**config.mk**
```make
export PLATFORM = sky130hd
export DESIGN_NAME = tcp_syn_header_generator
export DESIGN_NICKNAME = d
export VERILOG_FILES = /design/src/hw/rtl/tsg_pkg.sv /design/src/hw/rtl/tsg_queue.sv /design/src/hw/rtl/tsg_front.sv /design/src/hw/rtl/tsg_back.sv /design/src/hw/rtl/tcp_syn_header_generator.sv
export VERILOG_INCLUDE_DIRS = /design/src /design/src/hw/rtl
export SDC_FILE = /design/constraint.sdc
export NUM_CORES = 1
export LEC_CHECK = 0
export BUFFER_PORTS_ARGS = -buffer_cell sky130_fd_sc_hd__buf_2
export CAP_MARGIN = 5
export CORE_AREA = 4 4 250 252
export DETAILED_ROUTE_END_ITERATION = 10
export DIE_AREA = 0 0 254 256
export GPL_ROUTABILITY_DRIVEN = 1
export PLACE_DENSITY = 0.65
export SYNTH_ARGS = -nofsm -noshare
export SYNTH_HDL_FRONTEND = slang
export SYNTH_HIERARCHICAL = 1
export SYNTH_SLANG_ARGS = --single-unit
```
**constraint.sdc**
```tcl
create_clock -name clock -period 24.1 [get_ports clock]
set_clock_uncertainty 0.2 [all_clocks]
set_input_delay 4.82 -clock clock [delete_from_list [all_inputs] [get_ports clock]]
set_output_delay 4.82 -clock clock [all_outputs]
set_load 0.02 [all_outputs]
```
**src/hw/rtl/tcp_syn_header_generator_macros.svh**
```systemverilog
// Assertion macros shared by the TCP SYN header generator modules.
`ifndef TCP_SYN_HEADER_GENERATOR_MACROS_SVH
`define TCP_SYN_HEADER_GENERATOR_MACROS_SVH

// Same-cycle implication, sampled on clock, off during reset.
`define TSG_ASSERT_IMPL(label, ante, cons, msg) \
   label: assert property (@(posedge clock) disable iff (reset) (ante) |-> (cons)) \
      else $error(msg);

// Next-cycle implication, sampled on clock, off during reset.
`define TSG_ASSERT_NEXT(label, ante, cons, msg) \
   label: assert property (@(posedge clock) disable iff (reset) (ante) |=> (cons)) \
      else $error(msg);

`endif

```
**src/hw/rtl/tsg_pkg.sv**
```systemverilog
// Types and constants for the TCP SYN header generator.
package tsg_pkg;

   localparam int MAX_PAYLOAD_DEFAULT = 1024;
   localparam int QUEUE_DEPTH_DEFAULT = 4;
   localparam int COUNT_W             = 11;
   localparam int CSR_INDEX_W         = 3;

   // Configuration register indexes
   localparam logic [CSR_INDEX_W-1:0] CSR_SRC_ADDR  = 3'd0;
   localparam logic [CSR_INDEX_W-1:0] CSR_DST_ADDR  = 3'd1;
   localparam logic [CSR_INDEX_W-1:0] CSR_SRC_PORT  = 3'd2;
   localparam logic [CSR_INDEX_W-1:0] CSR_DST_PORT  = 3'd3;
   localparam logic [CSR_INDEX_W-1:0] CSR_WINDOW    = 3'd4;
   localparam logic [CSR_INDEX_W-1:0] CSR_TTL       = 3'd5;
   localparam logic [CSR_INDEX_W-1:0] CSR_IDENT     = 3'd6;

   // Header word positions
   localparam logic [3:0] WORD_VER_LEN   = 4'd0;
   localparam logic [3:0] WORD_IDENT     = 4'd1;
   localparam logic [3:0] WORD_TTL_CK    = 4'd2;
   localparam logic [3:0] WORD_SRC_ADDR  = 4'd3;
   localparam logic [3:0] WORD_DST_ADDR  = 4'd4;
   localparam logic [3:0] WORD_PORTS     = 4'd5;
   localparam logic [3:0] WORD_SEQ       = 4'd6;
   localparam logic [3:0] WORD_ACK       = 4'd7;
   localparam logic [3:0] WORD_OFF_WIN   = 4'd8;
   localparam logic [3:0] WORD_TCP_CK    = 4'd9;

   // Header field constants
   localparam logic [7:0]  VER_IHL        = 8'h45;
   localparam logic [7:0]  PROTO_TCP      = 8'd6;
   localparam logic [15:0] IP_LEN_BASE    = 16'd40;
   localparam logic [15:0] TCP_LEN_BASE   = 16'd20;
   localparam logic [15:0] TCP_OFF_FLAGS  = 16'h5002;

   // Configuration reset values
   localparam logic [15:0] WINDOW_RESET   = 16'd5840;
   localparam logic [7:0]  TTL_RESET      = 8'd255;
   localparam logic [15:0] IDENT_RESET    = 16'd54321;

   typedef struct packed {
      logic [7:0] payload_byte;
      logic       byte_present;
      logic       end_of_payload;
   } req_type;

   typedef struct packed {
      logic [31:0] header_word;
      logic [3:0]  word_number;
      logic        final_word;
      logic        payload_overflow;
   } rsp_type;

   typedef struct packed {
      logic [31:0] src_addr;
      logic [31:0] destination_address;
      logic [15:0] src_port;
      logic [15:0] dst_port;
      logic [15:0] window_size;
      logic [7:0]  time_to_live;
      logic [15:0] packet_ident;
   } cfg_type;

   // One finished payload handed from front to back
   typedef struct packed {
      logic [15:0]        pay_sum;
      logic [COUNT_W-1:0] count;
      logic               overflow;
   } job_type;

endpackage

```
**src/hw/rtl/tsg_queue.sv**
```systemverilog
// Small job queue between the payload front end and the header back end.
`include "tcp_syn_header_generator_macros.svh"
module tsg_queue
   import tsg_pkg::*;
#(
   parameter int DEPTH = QUEUE_DEPTH_DEFAULT
) (
   input  logic    clock,
   input  logic    reset,
   input  logic    push_i,
   input  job_type push_data_i,
   output logic    full_o,
   input  logic    pop_i,
   output job_type pop_data_o,
   output logic    empty_o
);

   localparam int PTR_W = (DEPTH > 1) ? $clog2(DEPTH) : 1;
   localparam int CNT_W = $clog2(DEPTH + 1);

   job_type            entry_ff [DEPTH];
   logic [PTR_W-1:0]   wr_ptr_ff, wr_ptr_in;
   logic [PTR_W-1:0]   rd_ptr_ff, rd_ptr_in;
   logic [CNT_W-1:0]   count_ff, count_in;
   logic               do_push, do_pop;

   assign full_o     = (count_ff == CNT_W'(DEPTH));
   assign empty_o    = (count_ff == '0);
   assign do_push    = push_i && !full_o;
   assign do_pop     = pop_i && !empty_o;
   assign pop_data_o = entry_ff[rd_ptr_ff];

   always_comb begin
      wr_ptr_in = wr_ptr_ff;
      rd_ptr_in = rd_ptr_ff;
      count_in  = count_ff;
      if (do_push) begin
         wr_ptr_in = (wr_ptr_ff == PTR_W'(DEPTH - 1)) ? '0 : wr_ptr_ff + 1'b1;
      end
      if (do_pop) begin
         rd_ptr_in = (rd_ptr_ff == PTR_W'(DEPTH - 1)) ? '0 : rd_ptr_ff + 1'b1;
      end
      if (do_push && !do_pop) begin
         count_in = count_ff + 1'b1;
      end else if (do_pop && !do_push) begin
         count_in = count_ff - 1'b1;
      end
   end

   always_ff @(posedge clock) begin
      if (reset) begin
         wr_ptr_ff <= '0;
         rd_ptr_ff <= '0;
         count_ff  <= '0;
      end else begin
         wr_ptr_ff <= wr_ptr_in;
         rd_ptr_ff <= rd_ptr_in;
         count_ff  <= count_in;
      end
   end

   always_ff @(posedge clock) begin
      if (do_push) begin
         entry_ff[wr_ptr_ff] <= push_data_i;
      end
   end

   `TSG_ASSERT_IMPL(a_no_push_when_full, push_i, !full_o, "job pushed into full queue")
   `TSG_ASSERT_IMPL(a_count_bounded, 1'b1, count_ff <= CNT_W'(DEPTH), "queue count overrun")

endmodule

```
**src/hw/rtl/tsg_front.sv**
```systemverilog
// Payload front end: running ones-complement sum, byte count and overflow flag.
module tsg_front
   import tsg_pkg::*;
#(
   parameter int MAX_PAYLOAD = MAX_PAYLOAD_DEFAULT
) (
   input  logic    clock,
   input  logic    reset,
   input  logic    req_valid,
   output logic    req_ready,
   input  req_type req_data,
   output logic    push_o,
   output job_type push_data_o,
   input  logic    full_i
);

   function automatic logic [15:0] oc_add(input logic [15:0] a, input logic [15:0] b);
      logic [16:0] s;
      s = {1'b0, a} + {1'b0, b};
      return s[15:0] + {15'd0, s[16]};
   endfunction

   logic [15:0]        sum_ff, sum_in;
   logic [7:0]         held_ff, held_in;
   logic               odd_ff, odd_in;
   logic [COUNT_W-1:0] count_ff, count_in;
   logic               ovf_ff, ovf_in;
   logic               accept, take;
   logic [15:0]        sum_nx;
   logic [7:0]         held_nx;
   logic               odd_nx;
   logic [COUNT_W-1:0] count_nx;
   logic               ovf_nx;

   assign req_ready = !full_i;
   assign accept    = req_valid && req_ready;
   assign take      = req_data.byte_present && (count_ff < COUNT_W'(MAX_PAYLOAD));

   always_comb begin
      sum_nx   = sum_ff;
      held_nx  = held_ff;
      odd_nx   = odd_ff;
      count_nx = count_ff;
      ovf_nx   = ovf_ff || (req_data.byte_present && !take);
      if (take) begin
         if (odd_ff) begin
            sum_nx = oc_add(sum_ff, {held_ff, req_data.payload_byte});
         end else begin
            held_nx = req_data.payload_byte;
         end
         odd_nx   = !odd_ff;
         count_nx = count_ff + 1'b1;
      end
   end

   always_comb begin
      sum_in   = sum_ff;
      held_in  = held_ff;
      odd_in   = odd_ff;
      count_in = count_ff;
      ovf_in   = ovf_ff;
      if (accept) begin
         if (req_data.end_of_payload) begin
            sum_in   = '0;
            held_in  = '0;
            odd_in   = 1'b0;
            count_in = '0;
            ovf_in   = 1'b0;
         end else begin
            sum_in   = sum_nx;
            held_in  = held_nx;
            odd_in   = odd_nx;
            count_in = count_nx;
            ovf_in   = ovf_nx;
         end
      end
   end

   // trailing odd byte is padded with a zero low byte
   assign push_o               = accept && req_data.end_of_payload;
   assign push_data_o.pay_sum  = oc_add(sum_nx, odd_nx ? {held_nx, 8'h00} : 16'h0000);
   assign push_data_o.count    = count_nx;
   assign push_data_o.overflow = ovf_nx;

   always_ff @(posedge clock) begin
      if (reset) begin
         sum_ff   <= '0;
         held_ff  <= '0;
         odd_ff   <= 1'b0;
         count_ff <= '0;
         ovf_ff   <= 1'b0;
      end else begin
         sum_ff   <= sum_in;
         held_ff  <= held_in;
         odd_ff   <= odd_in;
         count_ff <= count_in;
         ovf_ff   <= ovf_in;
      end
   end

endmodule

```
**src/hw/rtl/tsg_back.sv**
```systemverilog
// Header back end: checksum sums, folding and the ten-word output sequence.
`include "tcp_syn_header_generator_macros.svh"
module tsg_back
   import tsg_pkg::*;
(
   input  logic    clock,
   input  logic    reset,
   input  cfg_type cfg_i,
   input  job_type job_i,
   input  logic    empty_i,
   output logic    pop_o,
   output logic    rsp_valid,
   input  logic    rsp_ready,
   output rsp_type rsp_data
);

   typedef enum logic [3:0] {
      ST_IDLE = 4'b0001,
      ST_SUM  = 4'b0010,
      ST_FOLD = 4'b0100,
      ST_EMIT = 4'b1000
   } state_type;

   function automatic logic [15:0] fold20(input logic [19:0] s);
      logic [16:0] x;
      x = {1'b0, s[15:0]} + {13'd0, s[19:16]};
      return x[15:0] + {15'd0, x[16]};
   endfunction

   state_type   state_ff, state_in;
   job_type     job_ff;
   logic [17:0] addr_sum_ff;
   logic [17:0] ip_part_ff;
   logic [18:0] tcp_part_ff;
   logic [15:0] ip_ck_ff, tcp_ck_ff;
   logic [3:0]  idx_ff, idx_in;
   logic        rsp_valid_ff, rsp_valid_in;
   rsp_type     rsp_data_ff;
   logic        out_load;
   logic [15:0] ip_len, tcp_len;
   logic [19:0] ip_total, tcp_total;
   logic [31:0] word;

   assign pop_o    = (state_ff == ST_IDLE) && !empty_i;
   assign out_load = (state_ff == ST_EMIT) && (!rsp_valid_ff || rsp_ready);
   assign ip_len   = IP_LEN_BASE + 16'(job_ff.count);
   assign tcp_len  = TCP_LEN_BASE + 16'(job_ff.count);
   assign ip_total  = 20'(addr_sum_ff) + 20'(ip_part_ff);
   assign tcp_total = 20'(addr_sum_ff) + 20'(tcp_part_ff);

   always_comb begin
      state_in = state_ff;
      idx_in   = idx_ff;
      unique case (state_ff)
         ST_IDLE: begin
            if (!empty_i) begin
               state_in = ST_SUM;
            end
         end
         ST_SUM:  state_in = ST_FOLD;
         ST_FOLD: begin
            state_in = ST_EMIT;
            idx_in   = WORD_VER_LEN;
         end
         ST_EMIT: begin
            if (out_load) begin
               idx_in = idx_ff + 1'b1;
               if (idx_ff == WORD_TCP_CK) begin
                  state_in = ST_IDLE;
               end
            end
         end
         default: state_in = ST_IDLE;
      endcase
   end

   always_comb begin
      unique case (idx_ff)
         WORD_VER_LEN:  word = {VER_IHL, 8'h00, ip_len};
         WORD_IDENT:    word = {cfg_i.packet_ident, 16'h0000};
         WORD_TTL_CK:   word = {cfg_i.time_to_live, PROTO_TCP, ip_ck_ff};
         WORD_SRC_ADDR: word = cfg_i.src_addr;
         WORD_DST_ADDR: word = cfg_i.destination_address;
         WORD_PORTS:    word = {cfg_i.src_port, cfg_i.dst_port};
         WORD_SEQ:      word = '0;
         WORD_ACK:      word = '0;
         WORD_OFF_WIN:  word = {TCP_OFF_FLAGS, cfg_i.window_size};
         WORD_TCP_CK:   word = {tcp_ck_ff, 16'h0000};
         default:       word = '0;
      endcase
   end

   always_comb begin
      rsp_valid_in = rsp_valid_ff;
      if (out_load) begin
         rsp_valid_in = 1'b1;
      end else if (rsp_ready) begin
         rsp_valid_in = 1'b0;
      end
   end

   always_ff @(posedge clock) begin
      if (reset) begin
         state_ff     <= ST_IDLE;
         idx_ff       <= WORD_VER_LEN;
         rsp_valid_ff <= 1'b0;
      end else begin
         state_ff     <= state_in;
         idx_ff       <= idx_in;
         rsp_valid_ff <= rsp_valid_in;
      end
   end

   always_ff @(posedge clock) begin
      if (pop_o) begin
         job_ff <= job_i;
      end
      if (state_ff == ST_SUM) begin
         addr_sum_ff <= 18'(cfg_i.src_addr[31:16]) + 18'(cfg_i.src_addr[15:0])
                      + 18'(cfg_i.destination_address[31:16])
                      + 18'(cfg_i.destination_address[15:0]);
         ip_part_ff  <= 18'({VER_IHL, 8'h00}) + 18'(ip_len) + 18'(cfg_i.packet_ident)
                      + 18'({cfg_i.time_to_live, PROTO_TCP});
         tcp_part_ff <= 19'(PROTO_TCP) + 19'(tcp_len) + 19'(cfg_i.src_port)
                      + 19'(cfg_i.dst_port) + 19'(TCP_OFF_FLAGS)
                      + 19'(cfg_i.window_size) + 19'(job_ff.pay_sum);
      end
      if (state_ff == ST_FOLD) begin
         ip_ck_ff  <= ~fold20(ip_total);
         tcp_ck_ff <= ~fold20(tcp_total);
      end
      if (out_load) begin
         rsp_data_ff.header_word      <= word;
         rsp_data_ff.word_number      <= idx_ff;
         rsp_data_ff.final_word       <= (idx_ff == WORD_TCP_CK);
         rsp_data_ff.payload_overflow <= job_ff.overflow;
      end
   end

   assign rsp_valid = rsp_valid_ff;
   assign rsp_data  = rsp_data_ff;

   `TSG_ASSERT_IMPL(a_final_is_last_word, rsp_valid_ff && rsp_data_ff.final_word, rsp_data_ff.word_number == WORD_TCP_CK, "final flag on wrong word")
   `TSG_ASSERT_NEXT(a_pop_starts_sum, pop_o, state_ff == ST_SUM, "job popped without starting sums")

endmodule

```
**src/hw/rtl/tcp_syn_header_generator.sv**
```systemverilog
// Top level of the TCP SYN header generator: configuration registers and the front/back split.
//
//   channel  direction  handshake              payload
//   req      in         req_valid / req_ready  req_data (payload byte, present, end)
//   rsp      out        rsp_valid / rsp_ready  rsp_data (header word, number, final, overflow)
//   csr      in         csr_valid / csr_ready  csr_index, csr_data
//
// Payload bytes are taken at one per cycle; req_ready drops only while the job queue is full.
// Each packet then passes through the back end in order: pop, sum, fold and ten output words.
// A job queue, four entries deep by default, lets new payload arrive while earlier headers are still going out.
// Synchronous reset clears payload state and the queue and loads the register defaults.
// A stalled rsp_ready holds the current word; csr_ready is always high.
module tcp_syn_header_generator
   import tsg_pkg::*;
#(
   parameter int MAX_PAYLOAD = MAX_PAYLOAD_DEFAULT,
   parameter int QUEUE_DEPTH = QUEUE_DEPTH_DEFAULT
) (
   input  logic                   clock,
   input  logic                   reset,
   input  logic                   req_valid,
   output logic                   req_ready,
   input  req_type                req_data,
   output logic                   rsp_valid,
   input  logic                   rsp_ready,
   output rsp_type                rsp_data,
   input  logic                   csr_valid,
   output logic                   csr_ready,
   input  logic [CSR_INDEX_W-1:0] csr_index,
   input  logic [31:0]            csr_data
);

   cfg_type cfg_ff, cfg_in;
   logic    push, full, pop, empty;
   job_type push_data, pop_data;

   assign csr_ready = 1'b1;

   always_comb begin
      cfg_in = cfg_ff;
      if (csr_valid) begin
         unique case (csr_index)
            CSR_SRC_ADDR: cfg_in.src_addr            = csr_data;
            CSR_DST_ADDR: cfg_in.destination_address = csr_data;
            CSR_SRC_PORT: cfg_in.src_port            = csr_data[15:0];
            CSR_DST_PORT: cfg_in.dst_port            = csr_data[15:0];
            CSR_WINDOW:   cfg_in.window_size         = csr_data[15:0];
            CSR_TTL:      cfg_in.time_to_live        = csr_data[7:0];
            CSR_IDENT:    cfg_in.packet_ident        = csr_data[15:0];
            default:      cfg_in = cfg_ff;
         endcase
      end
   end

   always_ff @(posedge clock) begin
      if (reset) begin
         cfg_ff.src_addr            <= '0;
         cfg_ff.destination_address <= '0;
         cfg_ff.src_port            <= '0;
         cfg_ff.dst_port            <= '0;
         cfg_ff.window_size         <= WINDOW_RESET;
         cfg_ff.time_to_live        <= TTL_RESET;
         cfg_ff.packet_ident        <= IDENT_RESET;
      end else begin
         cfg_ff <= cfg_in;
      end
   end

   tsg_front #(
      .MAX_PAYLOAD (MAX_PAYLOAD)
   ) u_front (
      .clock       (clock),
      .reset       (reset),
      .req_valid   (req_valid),
      .req_ready   (req_ready),
      .req_data    (req_data),
      .push_o      (push),
      .push_data_o (push_data),
      .full_i      (full)
   );

   tsg_queue #(
      .DEPTH (QUEUE_DEPTH)
   ) u_queue (
      .clock       (clock),
      .reset       (reset),
      .push_i      (push),
      .push_data_i (push_data),
      .full_o      (full),
      .pop_i       (pop),
      .pop_data_o  (pop_data),
      .empty_o     (empty)
   );

   tsg_back u_back (
      .clock     (clock),
      .reset     (reset),
      .cfg_i     (cfg_ff),
      .job_i     (pop_data),
      .empty_i   (empty),
      .pop_o     (pop),
      .rsp_valid (rsp_valid),
      .rsp_ready (rsp_ready),
      .rsp_data  (rsp_data)
   );

endmodule
```
======== Word level (Yosys, flattened, before mapping) ========
Memories as Yosys holds them, arrays and structs flattened. A register that Yosys moved wholly into a read port is not among the register bits.
Index checks and enable logic that the tools add are counted.
storage, ports and cells
  output and inout port bits .............. 41
  RAM bits ................................ 112
  memories kept ........................... 1
  ROM bits ................................ 0
  register bits after elaboration ......... 314
  logic and storage cells ................. 145
  bits of input ports ..................... 50
  bits in latches ......................... 0
memories
  memory            words  width  read ports  clocked after Yosys merged registers in  wr ports  line             text
  u_queue.entry_ff  4      28     1           1                                        1         tsg_queue.sv:21  job_type entry_ff [DEPTH];
cells by class
  equality and inequality tests ........... 23
  bitwise operators ....................... 2
  muxes and demuxes ....................... 27
  divide/modulo/power cells ............... 0
  reduce and logical (&&, ||, !) cells .... 34
  order comparisons ....................... 1
  add/sub/neg operators ................... 30
  $mul .................................... 0
  shift-type cells ........................ 0
operator list
  cell                    number
  $pmux 32 s8             1
  $add 19x16->19          4
  $add 18x16->18          4
  $add 16x1->16           4
  $mux 16                 4
  $add 16x16->17          3
  $add 16x4->17           2
  $not 16->16             2
  $mux 8                  3
  $mux 11                 2
  $add 18x19->20          1
  $add 18x18->19          1
  $add 19x15->19 const B  1
  $add 15x16->17 const A  1
  $add 3x16->17 const A   1
  $mux 4                  4
  $pmux 4 s4              1
  $reduce_and 2->1        8
  $add 5x11->12 const A   1
  $add 6x11->12 const A   1
  $eq 3x3->1 const B      4
  $eq 4x2->1 const B      3
  $eq 4x3->1 const B      3
  $eq 4x4->1 const B      3
  other kinds (23)        55

======== Logic depth before layout (Yosys ltp) ========
  word-level depth ........................ 9
  mapped depth ............................ 35

======== Hierarchy ========
Netlist, hierarchy kept.
by module, submodules not included
  module                    area each (um^2)  cells an instance  sequential area each (um^2)  instances
  tsg_back                  13469.2           1215               4774.6                       1
  tcp_syn_header_generator  5471.5            507                2722.6                       1
  tsg_queue                 4541.9            196                3543.4                       1
  tsg_front                 3468.3            453                740.7                        1

======== Least setup slack after synthesis ========
Ideal clock, no wire load.
  kind .................................... input port to flip-flop
  from .................................... in req_data[2] (netlist bit)
  to ...................................... mem u_queue/entry_ff[0][27] (netlist bit), data pin
  path buffers ............................ 0
  slack ................................... 12.995 ns
  arrival time ............................ 10.626 ns
  cell stages on the path ................. 33
  data required time ...................... 23.621 ns
  path through ............................ ha_1 > inv_1 > fa_1 > nand2b_1 > a21oi_1 > o311a_1 > o31a_1 > o31ai_1 > a21oi_1 > a21o_1 > a21o_1 > ha_1 > ha_1 > nand2_1 > or2_2 > nor3_1 > xnor2_1 > o21ai_0 > ha_1 > inv_1 > fa_1 > nor2b_1 > a41o_2 > a21o_1 > a21o_1 > ha_1 > nand3_1 > or3_1 > nand2b_1 > nor3b_1 > and2_1 > nand4_1 > xor3_1
RTL lines
  element             line                            text
  start: declaration  tcp_syn_header_generator.sv:23  input req_type req_data,
  end: declaration    tsg_queue.sv:21

==> qor.csv <==
stage;metric;value;unit
power;Pwr Density;99.0;mW/mm^2
critical_path;CP arrival;11.89;ns
global_route;GRT overflow;0;
die;io pins;91;
synthesis;synthesized area;0.0270;sq mm
synthesis;Synth Instances;2371;
global_route;first-pass GRT wire length;114;mm
die;Row Count;90;
cts;CTS Buf Count;49;
cts;CTS tree;done;
cts;hold-fix buffers at CTS;0;
synthesis;post-synthesis sequential area ratio;0.437;
cts;Clock Pin Slew Worst Setup and Hold Paths;0.06;ns
drt;Detailed Route Iter0 Violations;1458;
synthesis;average size of a mapped cell;11.4;sq um
critical_path;Setup crit start kind;input port;
place;port bufs;89;
global_route;pin count of the biggest net entering global routing;100;
synthesis;EDFF count, synth;265;
cts;Worst-Skew Late Latency;0.62;ns
drt;top sig layer;met5;
critical_path;r2r endpoint;u_queue/entry_ff[1][27];
critical_path;Req. time, crit path;24.23;ns
critical_path;reg2reg path depth;33;
drt;met3 routed wirelength;4.66;mm
critical_path;r2r startpoint;u_front/sum_ff[0];
critical_path;cell mode on critical path;ha_1;
final_layout;Ant. Diodes;0;
hold_path;min-delay worst type;flip-flop to flip-flop;
sta;Setup violations, final;0;
drt;Initial DRT Pass Iterations;8;
critical_path;CP max stage cell;nor3_1;
cts;post-CTS setup repair buffer count;0;
final_layout;# fillers;5414;
die;Die X;254;um
die;Initial Util;0.448;
critical_path;CP endpoint;u_queue/entry_ff[1][27];
synthesis;Yosys Warn Count;6;
place;dpl hpwl;57.9;mm
drt;DR vias/cell;5.71;
global_route;initial antenna violation count;1;
cts;TritonCTS Sinks;456;
cts;Clock Path Buffers;3;
power;Peak VDD IR;77.3;uV
synthesis;Syn Nets;2689;
drt;Metal-1 WL;31.5;mm
critical_path;internal reg-to-reg setup slack;16.25;ns
critical_path;CP max FO;4;
global_route;vias in the first global route;18800;
sta;relative slew slack;0.190;
sta;Worst Max-Slew Pin Slew;1.21;ns
critical_path;slowest cell delay on critical path;0.46;ns
hold_path;WHS Path Cells;0;
synthesis;Synth Flop Type;edfxtp_1;
final_layout;Area Overhead vs Synth;10.4;%
drt;final wirelength;75.6;mm
drt;Vias;18600;
final_layout;share of post-route cells with drive strength above 1;0.115;
place;Area after DPL;0.0282;sq mm
power;Static Leak;12.1;nW
final_layout;Final Cell Area;0.0298;sq mm
sta;min cycle time layout;11.77;ns
drt;routed length on met2;35.3;mm
critical_path;critical path type;input port to flip-flop;
synthesis;Synth Register Bits;456;
die;Vert. Die Dim;256;um
final_layout;fin nets;2759;
sta;Final Hold Fails;0;
cts;post-CTS resize count;0;
critical_path;crit path launch;req_data[2];
place;RD Place Congestion;0.928;
sta;Period Utilization, post-route;0.488;
sta;setup TNS after final layout;0;ns
drt;WL per Instance;23.2;um
run;# Max-Cap Violations;0;
global_route;Global Route Usage Sum;0.231;
drt;Antenna Nets Post-Route;0;
sta;Slew Viols, Final;0;
cts;CTS Root Cell;clkbuf_16;
die;Die ar.;0.0650;sq mm
cts;# H-tree levels;2;
sta;RSZ-0062 raised after global routing;no;
synthesis;Async SR Flop Fraction;0;
outcome;status;complete, no violations;
drt;DRC;0;
sta;FMAX;0.0850;GHz
critical_path;crit end category;flip-flop;
synthesis;Yosys cell types;114;
die;CORE AREA;0.0601;sq mm
state kept, by name, indices dropped and copies added (netlist names), 2 cells and up, named ones only:
signal,cells
u_back/ip_ck_ff,16
u_front/sum_ff,16
u_back/tcp_part_ff,19
u_back/addr_sum_ff,18
u_back/rsp_data,38
u_front/count_ff,11
u_back/job_ff,28
u_back/idx_ff,4
cfg_ff,136
u_queue/wr_ptr_ff,2
u_front/held_ff,8
u_back/state_ff,4
u_back/ip_part_ff,18
u_queue/count_ff,3
u_queue/rd_ptr_ff,2
u_back/tcp_ck_ff,16
u_queue/entry_ff,112
kinds of logic after synthesis:
| family | share of synthesized area |
|---|---|
| and+or+nand+nor | 0.138 |
| other | 0.000139 |
| buffers and inverters | 0.0341 |
| muxes | 0.0780 |
| DFF | 0.437 |
| xor gates and xnor gates | 0.0551 |
| AOI/OAI and AO/OA | 0.108 |
| adders and majority gates | 0.150 |
metrics by stage:
step	std cells	total power (W)	setup slack, ns	hold WS [ns]	util
after global placement	3172	0.00219	11.86	0.253	0.468
after CTS	3264	0.00297	12.37	0.254	0.495
final	3264	0.00295	12.33	0.245	0.495
after global routing	3264	0.00312	11.70	0.261	0.495
after floorplan	2371	0.00184	12.99	0.200	-
after detailed placement	3172	0.00221	11.76	0.240	0.468
power by group:
part / switching, W / internal, W / total [W] / leakage, nW
sequential: 0.0000492 / 0.000960 / 0.00101 / 4.02
clock: 0.000317 / 0.000434 / 0.000750 / 0.792
combinational: 0.000711 / 0.000474 / 0.00119 / 7.33
total: 0.00108 / 0.00187 / 0.00295 / 12.1
synth_stat cells (8+ instances only):
library cell | count | area, sq um
nand2_1 | 102 | 383
a21oi_1 | 74 | 370
ha_1 | 180 | 2250
xnor2_1 | 101 | 885
xor2_1 | 58 | 508
and2_1 | 12 | 75.1
o21ai_0 | 58 | 290
mux2i_1 | 146 | 1460
nand3_1 | 74 | 370
clkbuf_1 | 59 | 221
nor3_1 | 43 | 215
inv_1 | 117 | 439
a21o_1 | 30 | 225
o21bai_1 | 11 | 82.6
buf_2 | 15 | 75.1
a22oi_1 | 94 | 706
and3_1 | 15 | 93.8
a31oi_1 | 8 | 50.1
o211ai_1 | 8 | 60.1
dfxtp_1 | 191 | 3820
fa_1 | 88 | 1760
nand2b_1 | 164 | 1030
nand4_1 | 10 | 62.6
or2_2 | 9 | 56.3
mux4_2 | 28 | 631
nor2_1 | 153 | 574
or3_1 | 13 | 81.3
a222oi_1 | 9 | 90.1
edfxtp_1 | 265 | 7960
nor2b_1 | 28 | 175
o21a_1 | 13 | 97.6
routing by layer:
| layer | vias to the layer above | track usage |
|---|---|---|
| li1 | 8763 | - |
| met1 | 9165 | 0.300 |
| met2 | 561 | 0.371 |
| met3 | 139 | 0.0466 |
| met4 | 2 | 0.109 |
| met5 | - | 0 |
final cells by class:
cell class                 instances  area, sq um  area share
multi-input combinational       1705        14300       0.481
sequential                       456        11800       0.396
clock buffer                      65         1370      0.0460
tap                              782          978      0.0329
timing repair buffer             110          609      0.0205
inverter                         119          465      0.0156
clock inverter                    27          243     0.00816
worst min-delay path by stage:
stage                     startpoint                 end  slack (ns)
global placement    u_back/job_ff[0]  u_back/rsp_data[0]        0.25
CTS                 u_back/job_ff[0]  u_back/rsp_data[0]        0.25
floorplan           u_back/job_ff[0]  u_back/rsp_data[0]        0.20
detailed placement  u_back/job_ff[0]  u_back/rsp_data[0]        0.24
global route        u_back/job_ff[0]  u_back/rsp_data[0]        0.26
finish              u_back/job_ff[0]  u_back/rsp_data[0]        0.25
critical path: cells and delay by family:
family	cells	cell delay [ns]
fa+ha+maj	7	1.78
xor+xnor	2	0.35
buf+inv	3	0.23
compound gates	11	2.06
simple gates	11	2.65
placed cells by master (no fill, tap or decap), types with 88 or more instances in the layout:
cell type and instances:
edfxtp_1 265, dfxtp_1 190, ha_1 180, nand2b_1 164
nor2_1 152, mux2i_1 146, inv_1 117, nand2_1 102
xnor2_1 101, a22oi_1 94, buf_2 88, fa_1 88
(Power assumes the default switching activity.)
